===== src/sv/midi_tsp_pkg.sv =====
// Package for the MIDI track stream parser: parser phases, result kinds,
// protocol byte constants and the result bundle passed from core to output buffer.
// No dependencies.
package midi_tsp_pkg;

    // Parser phase, one-hot
    typedef enum logic [8:0] {
        PH_DELTA    = 9'b000000001,
        PH_STATUS   = 9'b000000010,
        PH_DATA1    = 9'b000000100,
        PH_DATA2    = 9'b000001000,
        PH_SYSLEN   = 9'b000010000,
        PH_SYSDATA  = 9'b000100000,
        PH_METATYPE = 9'b001000000,
        PH_METALEN  = 9'b010000000,
        PH_METADATA = 9'b100000000
    } phase_t;

    // Result kind codes
    typedef enum logic [1:0] {
        KIND_EVENT = 2'd0,
        KIND_TEMPO = 2'd1,
        KIND_EOT   = 2'd2,
        KIND_ERROR = 2'd3
    } kind_t;

    localparam int unsigned VALUE_W = 24;
    localparam int unsigned TICK_W  = 32;
    localparam int unsigned VLQ_W   = 28;

    localparam logic [3:0] CLASS_SYSTEM   = 4'hF;
    localparam logic [3:0] CLASS_PROGRAM  = 4'hC;
    localparam logic [3:0] CLASS_CHPRESS  = 4'hD;
    localparam logic [7:0] STATUS_META    = 8'hFF;
    localparam logic [7:0] META_EOT       = 8'h2F;
    localparam logic [7:0] META_TEMPO     = 8'h51;
    localparam logic [2:0] VLQ_MAX_BYTES  = 3'd4;
    localparam logic [2:0] TEMPO_BYTES    = 3'd3;

    // One result item without its tick
    typedef struct packed {
        kind_t              kind;
        logic [VALUE_W-1:0] value;
    } res_t;

    // All results caused by one input byte; they share one tick
    typedef struct packed {
        logic [1:0]        count;
        logic [TICK_W-1:0] tick;
        res_t [2:0]        res;
    } bundle_t;

    // Output buffer status toward the core
    typedef struct packed {
        logic can_load;
    } obuf_stat_t;

endpackage


===== src/sv/midi_tsp_core.sv =====
// Parser core: track state registers and the single-pass decode of one byte
// into the next state and a bundle of up to three results.
// Depends on midi_tsp_pkg.
module midi_tsp_core (
    input  logic                 aclk,
    input  logic                 aresetn,
    input  logic                 fire,
    input  logic [7:0]           data_byte,
    input  logic                 track_first,
    input  logic                 track_final,
    input  logic                 seq_tracks,
    output midi_tsp_pkg::bundle_t bundle
);
    import midi_tsp_pkg::*;

    phase_t             phase_reg,    phase_next;
    logic [TICK_W-1:0]  tick_reg,     tick_next;
    logic [VLQ_W-1:0]   dacc_reg,     dacc_next;
    logic [2:0]         lbc_reg,      lbc_next;
    logic [7:0]         rs_reg,       rs_next;
    logic [7:0]         cs_reg,       cs_next;
    logic [7:0]         mk_reg,       mk_next;
    logic [VLQ_W-1:0]   br_reg,       br_next;
    logic [VALUE_W-1:0] tacc_reg,     tacc_next;
    logic               halted_reg,   halted_next;

    logic [VLQ_W-1:0]   vacc;
    logic [VLQ_W-1:0]   br_dec;
    logic [2:0]         lbc_inc;
    logic [1:0]         n;
    logic               fresh;
    logic [7:0]         stat;

    // Decode one byte
    always_comb begin
        phase_next  = phase_reg;
        tick_next   = tick_reg;
        dacc_next   = dacc_reg;
        lbc_next    = lbc_reg;
        rs_next     = rs_reg;
        cs_next     = cs_reg;
        mk_next     = mk_reg;
        br_next     = br_reg;
        tacc_next   = tacc_reg;
        halted_next = halted_reg;
        n           = 2'd0;
        bundle      = '0;
        vacc        = '0;
        br_dec      = '0;
        lbc_inc     = '0;
        fresh       = data_byte[7];
        stat        = '0;

        // Restart on the first byte of a chunk
        if (track_first) begin
            if (!seq_tracks) begin
                tick_next = '0;
            end
            phase_next  = PH_DELTA;
            dacc_next   = '0;
            lbc_next    = '0;
            rs_next     = '0;
            cs_next     = '0;
            mk_next     = '0;
            br_next     = '0;
            tacc_next   = '0;
            halted_next = 1'b0;
        end

        if (!halted_next) begin
            lbc_inc = lbc_next + 3'd1;
            br_dec  = br_next - VLQ_W'(1);
            unique case (phase_next)
                PH_DELTA: begin
                    vacc      = {dacc_next[VLQ_W-8:0], data_byte[6:0]};
                    dacc_next = vacc;
                    lbc_next  = lbc_inc;
                    if (!data_byte[7]) begin
                        tick_next  = tick_next + TICK_W'(vacc);
                        dacc_next  = '0;
                        lbc_next   = '0;
                        phase_next = PH_STATUS;
                    end else if (lbc_inc >= VLQ_MAX_BYTES) begin
                        bundle.res[n] = '{kind: KIND_ERROR, value: '0};
                        n = n + 2'd1;
                        halted_next = 1'b1;
                    end
                end
                PH_STATUS: begin
                    if (fresh) begin
                        rs_next = data_byte;
                    end
                    stat    = rs_next;
                    cs_next = stat;
                    if (stat[7:4] != CLASS_SYSTEM) begin
                        bundle.res[n] = '{kind: KIND_EVENT, value: VALUE_W'({stat[7:4], 4'h0})};
                        n = n + 2'd1;
                        phase_next = PH_DATA1;
                        // Running status: this byte is the first data byte
                        if (!fresh) begin
                            bundle.res[n] = '{kind: KIND_EVENT, value: VALUE_W'(data_byte)};
                            n = n + 2'd1;
                            phase_next = (stat[7:4] == CLASS_PROGRAM ||
                                          stat[7:4] == CLASS_CHPRESS) ? PH_DELTA : PH_DATA2;
                        end
                    end else if (stat != STATUS_META) begin
                        br_next    = '0;
                        lbc_next   = '0;
                        phase_next = PH_SYSLEN;
                        // Running status: this byte is a one-byte length
                        if (!fresh) begin
                            br_next    = VLQ_W'(data_byte[6:0]);
                            phase_next = (data_byte[6:0] == 7'd0) ? PH_DELTA : PH_SYSDATA;
                        end
                    end else begin
                        phase_next = PH_METATYPE;
                        // Running status: this byte is the meta type
                        if (!fresh) begin
                            mk_next    = data_byte;
                            br_next    = '0;
                            lbc_next   = '0;
                            phase_next = PH_METALEN;
                        end
                    end
                end
                PH_DATA1: begin
                    bundle.res[n] = '{kind: KIND_EVENT, value: VALUE_W'(data_byte)};
                    n = n + 2'd1;
                    phase_next = (cs_next[7:4] == CLASS_PROGRAM ||
                                  cs_next[7:4] == CLASS_CHPRESS) ? PH_DELTA : PH_DATA2;
                end
                PH_DATA2: begin
                    bundle.res[n] = '{kind: KIND_EVENT, value: VALUE_W'(data_byte)};
                    n = n + 2'd1;
                    phase_next = PH_DELTA;
                end
                PH_SYSLEN: begin
                    vacc     = {br_next[VLQ_W-8:0], data_byte[6:0]};
                    br_next  = vacc;
                    lbc_next = lbc_inc;
                    if (!data_byte[7]) begin
                        lbc_next   = '0;
                        phase_next = (vacc == '0) ? PH_DELTA : PH_SYSDATA;
                    end else if (lbc_inc >= VLQ_MAX_BYTES) begin
                        bundle.res[n] = '{kind: KIND_ERROR, value: '0};
                        n = n + 2'd1;
                        halted_next = 1'b1;
                    end
                end
                PH_SYSDATA: begin
                    bundle.res[n] = '{kind: KIND_EVENT, value: VALUE_W'(data_byte)};
                    n = n + 2'd1;
                    br_next = br_dec;
                    if (br_dec == '0) begin
                        phase_next = PH_DELTA;
                    end
                end
                PH_METATYPE: begin
                    mk_next    = data_byte;
                    br_next    = '0;
                    lbc_next   = '0;
                    phase_next = PH_METALEN;
                end
                PH_METALEN: begin
                    vacc     = {br_next[VLQ_W-8:0], data_byte[6:0]};
                    br_next  = vacc;
                    lbc_next = lbc_inc;
                    if (!data_byte[7]) begin
                        lbc_next  = '0;
                        tacc_next = '0;
                        if (mk_next == META_TEMPO && vacc < VLQ_W'(TEMPO_BYTES)) begin
                            bundle.res[n] = '{kind: KIND_ERROR, value: '0};
                            n = n + 2'd1;
                            halted_next = 1'b1;
                        end else if (vacc == '0) begin
                            // Empty meta is complete at once
                            if (mk_next == META_EOT) begin
                                bundle.res[n] = '{kind: KIND_EOT, value: '0};
                                n = n + 2'd1;
                                halted_next = 1'b1;
                            end
                            phase_next = PH_DELTA;
                        end else begin
                            phase_next = PH_METADATA;
                        end
                    end else if (lbc_inc >= VLQ_MAX_BYTES) begin
                        bundle.res[n] = '{kind: KIND_ERROR, value: '0};
                        n = n + 2'd1;
                        halted_next = 1'b1;
                    end
                end
                PH_METADATA: begin
                    // Collect the three tempo bytes, skip the rest
                    if (mk_next == META_TEMPO && lbc_next < TEMPO_BYTES) begin
                        tacc_next = {tacc_next[VALUE_W-9:0], data_byte};
                        lbc_next  = lbc_inc;
                        if (lbc_inc == TEMPO_BYTES && tacc_next != '0) begin
                            bundle.res[n] = '{kind: KIND_TEMPO, value: tacc_next};
                            n = n + 2'd1;
                        end
                    end
                    br_next = br_dec;
                    if (br_dec == '0) begin
                        if (mk_next == META_EOT) begin
                            bundle.res[n] = '{kind: KIND_EOT, value: '0};
                            n = n + 2'd1;
                            halted_next = 1'b1;
                        end
                        phase_next = PH_DELTA;
                        lbc_next   = '0;
                    end
                end
                default: begin
                    phase_next = PH_DELTA;
                end
            endcase

            // Flag a chunk that ends mid-element, then halt
            if (track_final && !halted_next) begin
                if (phase_next != PH_DELTA || lbc_next != '0) begin
                    bundle.res[n] = '{kind: KIND_ERROR, value: '0};
                    n = n + 2'd1;
                end
            end
            if (track_final) begin
                halted_next = 1'b1;
            end
        end

        bundle.count = n;
        bundle.tick  = tick_next;
    end

    // Commit state when the byte is consumed
    always_ff @(posedge aclk) begin
        if (!aresetn) begin
            phase_reg  <= PH_DELTA;
            tick_reg   <= '0;
            dacc_reg   <= '0;
            lbc_reg    <= '0;
            rs_reg     <= '0;
            cs_reg     <= '0;
            mk_reg     <= '0;
            br_reg     <= '0;
            tacc_reg   <= '0;
            halted_reg <= 1'b0;
        end else if (fire) begin
            phase_reg  <= phase_next;
            tick_reg   <= tick_next;
            dacc_reg   <= dacc_next;
            lbc_reg    <= lbc_next;
            rs_reg     <= rs_next;
            cs_reg     <= cs_next;
            mk_reg     <= mk_next;
            br_reg     <= br_next;
            tacc_reg   <= tacc_next;
            halted_reg <= halted_next;
        end
    end

endmodule


===== src/sv/midi_tsp_obuf.sv =====
// Result buffer: holds the up to three results of one byte and hands them
// out one per accepted item, marking the last one.
// Depends on midi_tsp_pkg.
module midi_tsp_obuf (
    input  logic                     aclk,
    input  logic                     aresetn,
    input  logic                     load,
    input  midi_tsp_pkg::bundle_t    bundle,
    output midi_tsp_pkg::obuf_stat_t stat,
    output logic                     m_tvalid,
    input  logic                     m_tready,
    output logic [55:0]              m_tdata,
    output logic [1:0]               m_tuser,
    output logic                     m_tlast
);
    import midi_tsp_pkg::*;

    bundle_t    bundle_reg;
    logic [1:0] cnt_reg, cnt_next;
    logic [1:0] idx_reg, idx_next;
    logic [1:0] idx_inc;
    res_t       cur;
    logic       take;

    assign idx_inc       = idx_reg + 2'd1;
    assign m_tvalid      = (idx_reg != cnt_reg);
    assign take          = m_tvalid && m_tready;
    assign stat.can_load = !m_tvalid || (m_tready && idx_inc == cnt_reg);

    // Select the item under the read index
    always_comb begin
        unique case (idx_reg)
            2'd1:    cur = bundle_reg.res[1];
            2'd2:    cur = bundle_reg.res[2];
            default: cur = bundle_reg.res[0];
        endcase
    end

    assign m_tdata = {bundle_reg.tick, cur.value};
    assign m_tuser = cur.kind;
    assign m_tlast = (idx_inc == cnt_reg);

    // Reload on a new bundle, else advance on each taken item
    always_comb begin
        cnt_next = cnt_reg;
        idx_next = idx_reg;
        if (load) begin
            cnt_next = bundle.count;
            idx_next = 2'd0;
        end else if (take) begin
            idx_next = idx_inc;
        end
    end

    always_ff @(posedge aclk) begin
        if (!aresetn) begin
            cnt_reg <= 2'd0;
            idx_reg <= 2'd0;
        end else begin
            cnt_reg <= cnt_next;
            idx_reg <= idx_next;
        end
    end

    // Payload needs no reset
    always_ff @(posedge aclk) begin
        if (load) begin
            bundle_reg <= bundle;
        end
    end

endmodule


===== src/sv/midi_track_stream_parser.sv =====
// MIDI track stream parser, top level: input register, parser core and
// result buffer, plus the sequential-tracks register.
// Depends on midi_tsp_pkg, midi_tsp_core and midi_tsp_obuf.
//
// Usage:
//   s_ channel takes one track-chunk byte per item; s_tuser marks the first
//   byte of a chunk (the parser restarts before it), s_tlast the last byte.
//   m_ channel gives the result items of each byte in order, m_tlast set on
//   the last result of a byte; m_tuser is the kind (event byte, tempo, end of
//   track, error), m_tdata holds value and absolute tick.
//   cfg_wr_en writes cfg_wr_data into the sequential-tracks bit; write it
//   only while no item is in flight.
// An accepted byte waits in the input register until the result buffer can
//   load; it is then decoded and its results are registered in the result
//   buffer, which presents the first of them on the m_ channel.
// Throughput: one byte per cycle while each byte gives at most one result and
//   m_tready stays high; a byte with more results holds the decoder until the
//   single result port has drained the result buffer.
// Reset (aresetn low, synchronous) clears the parser state, the buffers and
//   the register. A stall on m_tready holds the current result; the input
//   register then fills and s_tready drops until room is made.
module midi_track_stream_parser (
    input  logic        aclk,
    input  logic        aresetn,
    // config
    input  logic        cfg_wr_en,
    input  logic        cfg_wr_data,    // sequential_tracks
    // input items
    input  logic        s_tvalid,
    output logic        s_tready,
    input  logic [7:0]  s_tdata,        // [7:0] data_byte
    input  logic        s_tuser,        // [0] track_first
    input  logic        s_tlast,        // track_final
    // result items
    output logic        m_tvalid,
    input  logic        m_tready,
    output logic [55:0] m_tdata,        // [23:0] value, [55:24] tick
    output logic [1:0]  m_tuser,        // [1:0] kind
    output logic        m_tlast         // final_res
);
    import midi_tsp_pkg::*;

    logic       seq_reg;
    logic       in_valid_reg;
    logic [7:0] in_byte_reg;
    logic       in_first_reg;
    logic       in_final_reg;
    logic       fire;
    bundle_t    bundle;
    obuf_stat_t obuf_stat;

    assign fire     = in_valid_reg && obuf_stat.can_load;
    assign s_tready = !in_valid_reg || fire;

    // Configuration register
    always_ff @(posedge aclk) begin
        if (!aresetn) begin
            seq_reg <= 1'b0;
        end else if (cfg_wr_en) begin
            seq_reg <= cfg_wr_data;
        end
    end

    // Input register: hold the byte until the core consumes it
    always_ff @(posedge aclk) begin
        if (!aresetn) begin
            in_valid_reg <= 1'b0;
        end else if (s_tready) begin
            in_valid_reg <= s_tvalid;
        end
    end

    always_ff @(posedge aclk) begin
        if (s_tvalid && s_tready) begin
            in_byte_reg  <= s_tdata;
            in_first_reg <= s_tuser;
            in_final_reg <= s_tlast;
        end
    end

    midi_tsp_core u_core (
        .aclk        (aclk),
        .aresetn     (aresetn),
        .fire        (fire),
        .data_byte   (in_byte_reg),
        .track_first (in_first_reg),
        .track_final (in_final_reg),
        .seq_tracks  (seq_reg),
        .bundle      (bundle)
    );

    midi_tsp_obuf u_obuf (
        .aclk     (aclk),
        .aresetn  (aresetn),
        .load     (fire),
        .bundle   (bundle),
        .stat     (obuf_stat),
        .m_tvalid (m_tvalid),
        .m_tready (m_tready),
        .m_tdata  (m_tdata),
        .m_tuser  (m_tuser),
        .m_tlast  (m_tlast)
    );

    // A decoded byte with results shows its first result next cycle
    a_results_shown: assert property (@(posedge aclk) disable iff (!aresetn)
        fire && bundle.count != 2'd0 |=> m_tvalid)
        else $error("decoded results not presented");

    // A decoded byte without results leaves the output empty
    a_no_result_idle: assert property (@(posedge aclk) disable iff (!aresetn)
        fire && bundle.count == 2'd0 |=> !m_tvalid)
        else $error("result presented for a byte without results");

    // A byte waiting in the input register is kept until consumed
    a_input_held: assert property (@(posedge aclk) disable iff (!aresetn)
        in_valid_reg && !fire |=> in_valid_reg && $stable(in_byte_reg)
                                  && $stable(in_final_reg))
        else $error("pending input byte lost");

endmodule

===== config.mk =====
export PLATFORM = sky130hd
export DESIGN_NAME = midi_track_stream_parser
export DESIGN_NICKNAME = d
export VERILOG_FILES = /design/src/sv/midi_tsp_pkg.sv /design/src/sv/midi_tsp_core.sv /design/src/sv/midi_tsp_obuf.sv /design/src/sv/midi_track_stream_parser.sv
export SDC_FILE = /design/constraint.sdc
export NUM_CORES = 1
export LEC_CHECK = 0
export BUFFER_PORTS_ARGS = -buffer_cell sky130_fd_sc_hd__buf_2
export CAP_MARGIN = 0
export CORE_UTILIZATION = 52
export DETAILED_ROUTE_END_ITERATION = 8
export PLACE_DENSITY_LB_ADDON = 0.05
export SYNTH_ARGS = -nofsm -noshare
export SYNTH_HDL_FRONTEND = slang
export SYNTH_SLANG_ARGS = --single-unit
export TNS_END_PERCENT = 5

===== constraint.sdc =====
create_clock -name aclk -period 13.3 [get_ports aclk]
set_input_delay 1.33 -clock aclk [delete_from_list [all_inputs] [get_ports aclk]]
set_output_delay 1.33 -clock aclk [all_outputs]
set_load 0.03 [all_outputs]

==> flow_summary.json <==
{
  "timing.fmax_mhz": 164.4,
  "fin_skew_ns": 0.01682,
  "first_iter_violations": 1042,
  "ys_seq_area_share_pct": 38.92,
  "max-clock-path-buffers": 3,
  "rr_worst_depth": 17,
  "wire_length_of_the_first_global_routing_pass_mm": 58.31,
  "rr_endpoint": "u_obuf.bundle_reg[13]$_SDFFCE_PP0P_",
  "root_buffer": "clkbuf_16",
  "timing.setup.tns_ns": 0,
  "wire_per_inst_um": 19.35,
  "yosys_register_bits": 213,
  "vias": 11660,
  "area.sequential_mm2": 0.005045,
  "swShare_pct": 28.91,
  "post_synth_xor_area_fraction_pct": 2.905,
  "max_cap_viol_count": 0,
  "chipHeight_um": 159.9,
  "detail_route.wirelength_mm": 37.16,
  "critPathKind": "reg2reg",
  "port_buffers": 76,
  "synth_compound_area_share_pct": 21.36,
  "vias_per_cell": 6.071,
  "clock_power_share_pct": 40.4,
  "cp-start-kind": "flip-flop",
  "yosys.area_share.simple_pct": 24.95,
  "top_level_ports": 77,
  "largest_register_ff_count": 36,
  "start_util_pct": 53.14,
  "die_x_um": 159.9,
  "fillerInstances": 2303,
  "synth-warning-count": 0,
  "core_area_mm2": 0.02439,
  "power_leakage_nw": 5.506,
  "hold-worst-slack_ns": 0.4573,
  "gr-usage-all-layers_pct": 28.45,
  "postCtsSetupRepairBufs": 0,
  "rsz0062_at_grt": "false",
  "p_switching_w": 0.0004741,
  "peakVddDrop_mv": 0.1189,
  "synthesis.area_mm2": 0.01296,
  "grt_max_degree": 85,
  "insertion_delay_ns": 0.54,
  "antenna_cells": 0,
  "power_density_mw_per_mm2": 116.5,
  "clk_pin_slew_ns": 0.06,
  "post_route_cells_drive_above_1_share_pct": 11.47,
  "sequential_cell_fraction_of_total_power_pct": 44.2,
  "synth_cells": 1588,
  "worst-r2r-setup-slack_ns": 7.22,
  "synth.avg_cell_area_um2": 8.163,
  "timing_hold_violations_final": 0,
  "utilization_pct": 57.72,
  "first_global_vias": 10350,
  "hold_path_class": "reg2reg",
  "tritoncts": "done",
  "detailedPlacementHpwl_mm": 25.50,
  "regToRegStartpoint": "in_first_reg$_DFFE_PP_",
  "worst_slew_pin_slew_ns": 1.127,
  "post_cts_resized": 0,
  "status": "finished clean",
  "design_internal_power_w": 0.001166,
  "share_comb_of_total_power_pct": 15.4,
  "placer_congestion": 0.9105,
  "setup_viol": 0,
  "maxSlewViolCount": 0,
  "cp-end-kind": "flip-flop",
  "dr.pass1.iters": 6,
  "netlist-cell-type-count": 87,
  "finalCritPeriodShare_pct": 45.74,
  "antenna_found_initial": 0,
  "setup.worst_path.end": "u_obuf.bundle_reg[13]$_SDFFCE_PP0P_",
  "cts.htree.levels": 1,
  "worst_slew_margin_rel_pct": 24.36,
  "cts_sinks": 213,
  "number_of_cell_rows": 57,
  "min_period_ns": 6.084,
  "relative_area_change_from_synthesis_to_final_layout_pct": 8.610,
  "async_flop_share_pct": 0,
  "mappedNetlistNets": 1644,
  "synth-main-ff-cell": "dfxtp_1",
  "timing.critical_path.from": "in_first_reg$_DFFE_PP_",
  "ant_nets": 0,
  "cp.arrival_ns": 6.33,
  "synth_top_family_by_area": "simple AND/OR/NAND/NOR gates",
  "worst-path-max-fanout": 39,
  "required_time_worst_endpoint_ns": 13.55,
  "synth_enable_flop_cells": 78,
  "nets": 1633,
  "tritoncts.num_buffers": 25,
  "multi_input_comb_area_mm2": 0.007017,
  "yosys-mux-area-fraction_pct": 0.8687,
  "die_area_mm2": 0.02556,
  "cts_hold_buf": 0,
  "globalRoute.totalOverflow": 0,
  "drt_drc_violations_left": 0,
  "synthAdderAreaFrac_pct": 3.919
}
cell usage after synthesis (16+ instances only):
| master | count | area share [%] |
|---|---|---|
| a22oi_1 | 54 | 3.1 |
| xnor2_1 | 27 | 1.8 |
| nor4_1 | 24 | 1.2 |
| edfxtp_1 | 78 | 18 |
| o21ai_0 | 76 | 2.9 |
| clkbuf_1 | 96 | 2.8 |
| buf_4 | 32 | 1.9 |
| nor3_1 | 30 | 1.2 |
| ha_1 | 39 | 3.8 |
| inv_1 | 64 | 1.9 |
| nor2b_1 | 35 | 1.7 |
| dfxtp_1 | 135 | 21 |
| nor2_1 | 230 | 6.7 |
| a21o_1 | 19 | 1.1 |
| a21oi_1 | 122 | 4.7 |
| xor2_1 | 16 | 1.1 |
| a31oi_1 | 16 | 0.77 |
| nand2_1 | 154 | 4.5 |
| and2_1 | 39 | 1.9 |
| nand3_1 | 32 | 1.2 |
how the worst min path moves through the flow:
stage / slack, ns / depth (start not counted) / startpoint / end
6_report: 0.46 / 2 / u_core.cs_reg[7]$_SDFFE_PN0P_ / u_core.cs_reg[7]$_SDFFE_PN0P_
5_1_grt: 0.47 / 2 / u_core.cs_reg[7]$_SDFFE_PN0P_ / u_core.cs_reg[7]$_SDFFE_PN0P_
4_1_cts: 0.45 / 2 / u_core.rs_reg[4]$_SDFFE_PN0P_ / u_core.rs_reg[4]$_SDFFE_PN0P_
3_5_place_dp: 0.45 / 2 / u_core.rs_reg[4]$_SDFFE_PN0P_ / u_core.rs_reg[4]$_SDFFE_PN0P_
3_3_place_gp: 0.44 / 2 / u_core.cs_reg[7]$_SDFFE_PN0P_ / u_core.cs_reg[7]$_SDFFE_PN0P_
2_1_floorplan: 0.43 / 2 / u_core.cs_reg[6]$_SDFFE_PN0P_ / u_core.cs_reg[6]$_SDFFE_PN0P_
metal layers:
layer  share of wire, %  global-route usage (%)  wire [µm]  vias up
li1                   -                       -          -     5631
met3                6.5                   2.831       2414       45
met2                 44                   44.40      16390      402
met5                  0                       0          0        -
met1                 47                   42.13      17630     5578
met4                1.9                   7.100        724        0
layout make-up:
type	instances	area share (%)
multi-input combinational	1171	49.84
sequential	213	35.83
clock buffer	38	5.252
timing repair buffer	101	4.035
tap	324	2.879
inverter	65	1.760
clock inverter	8	0.3999
cell usage in the layout, fill, tap and decap left out, types with 27 or more instances in the layout:
| cell type | n |
|---|---|
| a21oi_1 | 122 |
| a22oi_1 | 54 |
| inv_1 | 63 |
| nand3_1 | 32 |
| ha_1 | 39 |
| o21ai_0 | 76 |
| nor2b_1 | 35 |
| nor2_1 | 229 |
| nand2_1 | 154 |
| xnor2_1 | 27 |
| and2_1 | 39 |
| nor3_1 | 30 |
| dfxtp_1 | 135 |
| edfxtp_1 | 78 |
| buf_2 | 76 |
power groups by stage:
stage / Sequential [W] / Combinational, W / Clock (W)
global placement: 0.000738 / 0.000250 / 0
floorplan: 0.000731 / 0.000193 / 0
global route: 0.000727 / 0.000275 / 0.000699
detailed placement: 0.000738 / 0.000251 / 0
finish: 0.000725 / 0.000253 / 0.000662
CTS: 0.000724 / 0.000252 / 0.000674
cells by family after synthesis:
kind of cell	after synthesis
buf+inv	204
simple gates	660
flops	213
xor+xnor	43
mux	11
fa+ha+maj	40
compound gates	417
worst max-delay path, stage by stage (launching register included):
cell and delay [ns]:
edfxtp_1 0.31, buf_4 0.39, inv_1 0.40, nand2_1 0.21, ha_1 0.70, or4b_2 0.63
o311ai_0 0.29, nand3_1 0.19, a2111oi_0 0.45, nand4_1 0.18, or3_1 0.55, mux2i_1 0.16
or2_2 0.32, inv_1 0.09, ha_1 0.14, inv_1 0.11, o2111ai_4 0.54, nor2_1 0.12
through the flow:
stage          total power, W  area (µm²)  setup WS (ns)  instances
3_5_place_dp        0.0009886       13280          7.283       1874
5_1_grt              0.001701       14080          6.607       1920
4_1_cts              0.001650       14080          7.243       1920
3_3_place_gp        0.0009879       13280          7.459       1874
2_1_floorplan       0.0009242       12960          7.419       1588
6_report             0.001640       14080          7.216       1920
Power figures use the tool's default switching activity.
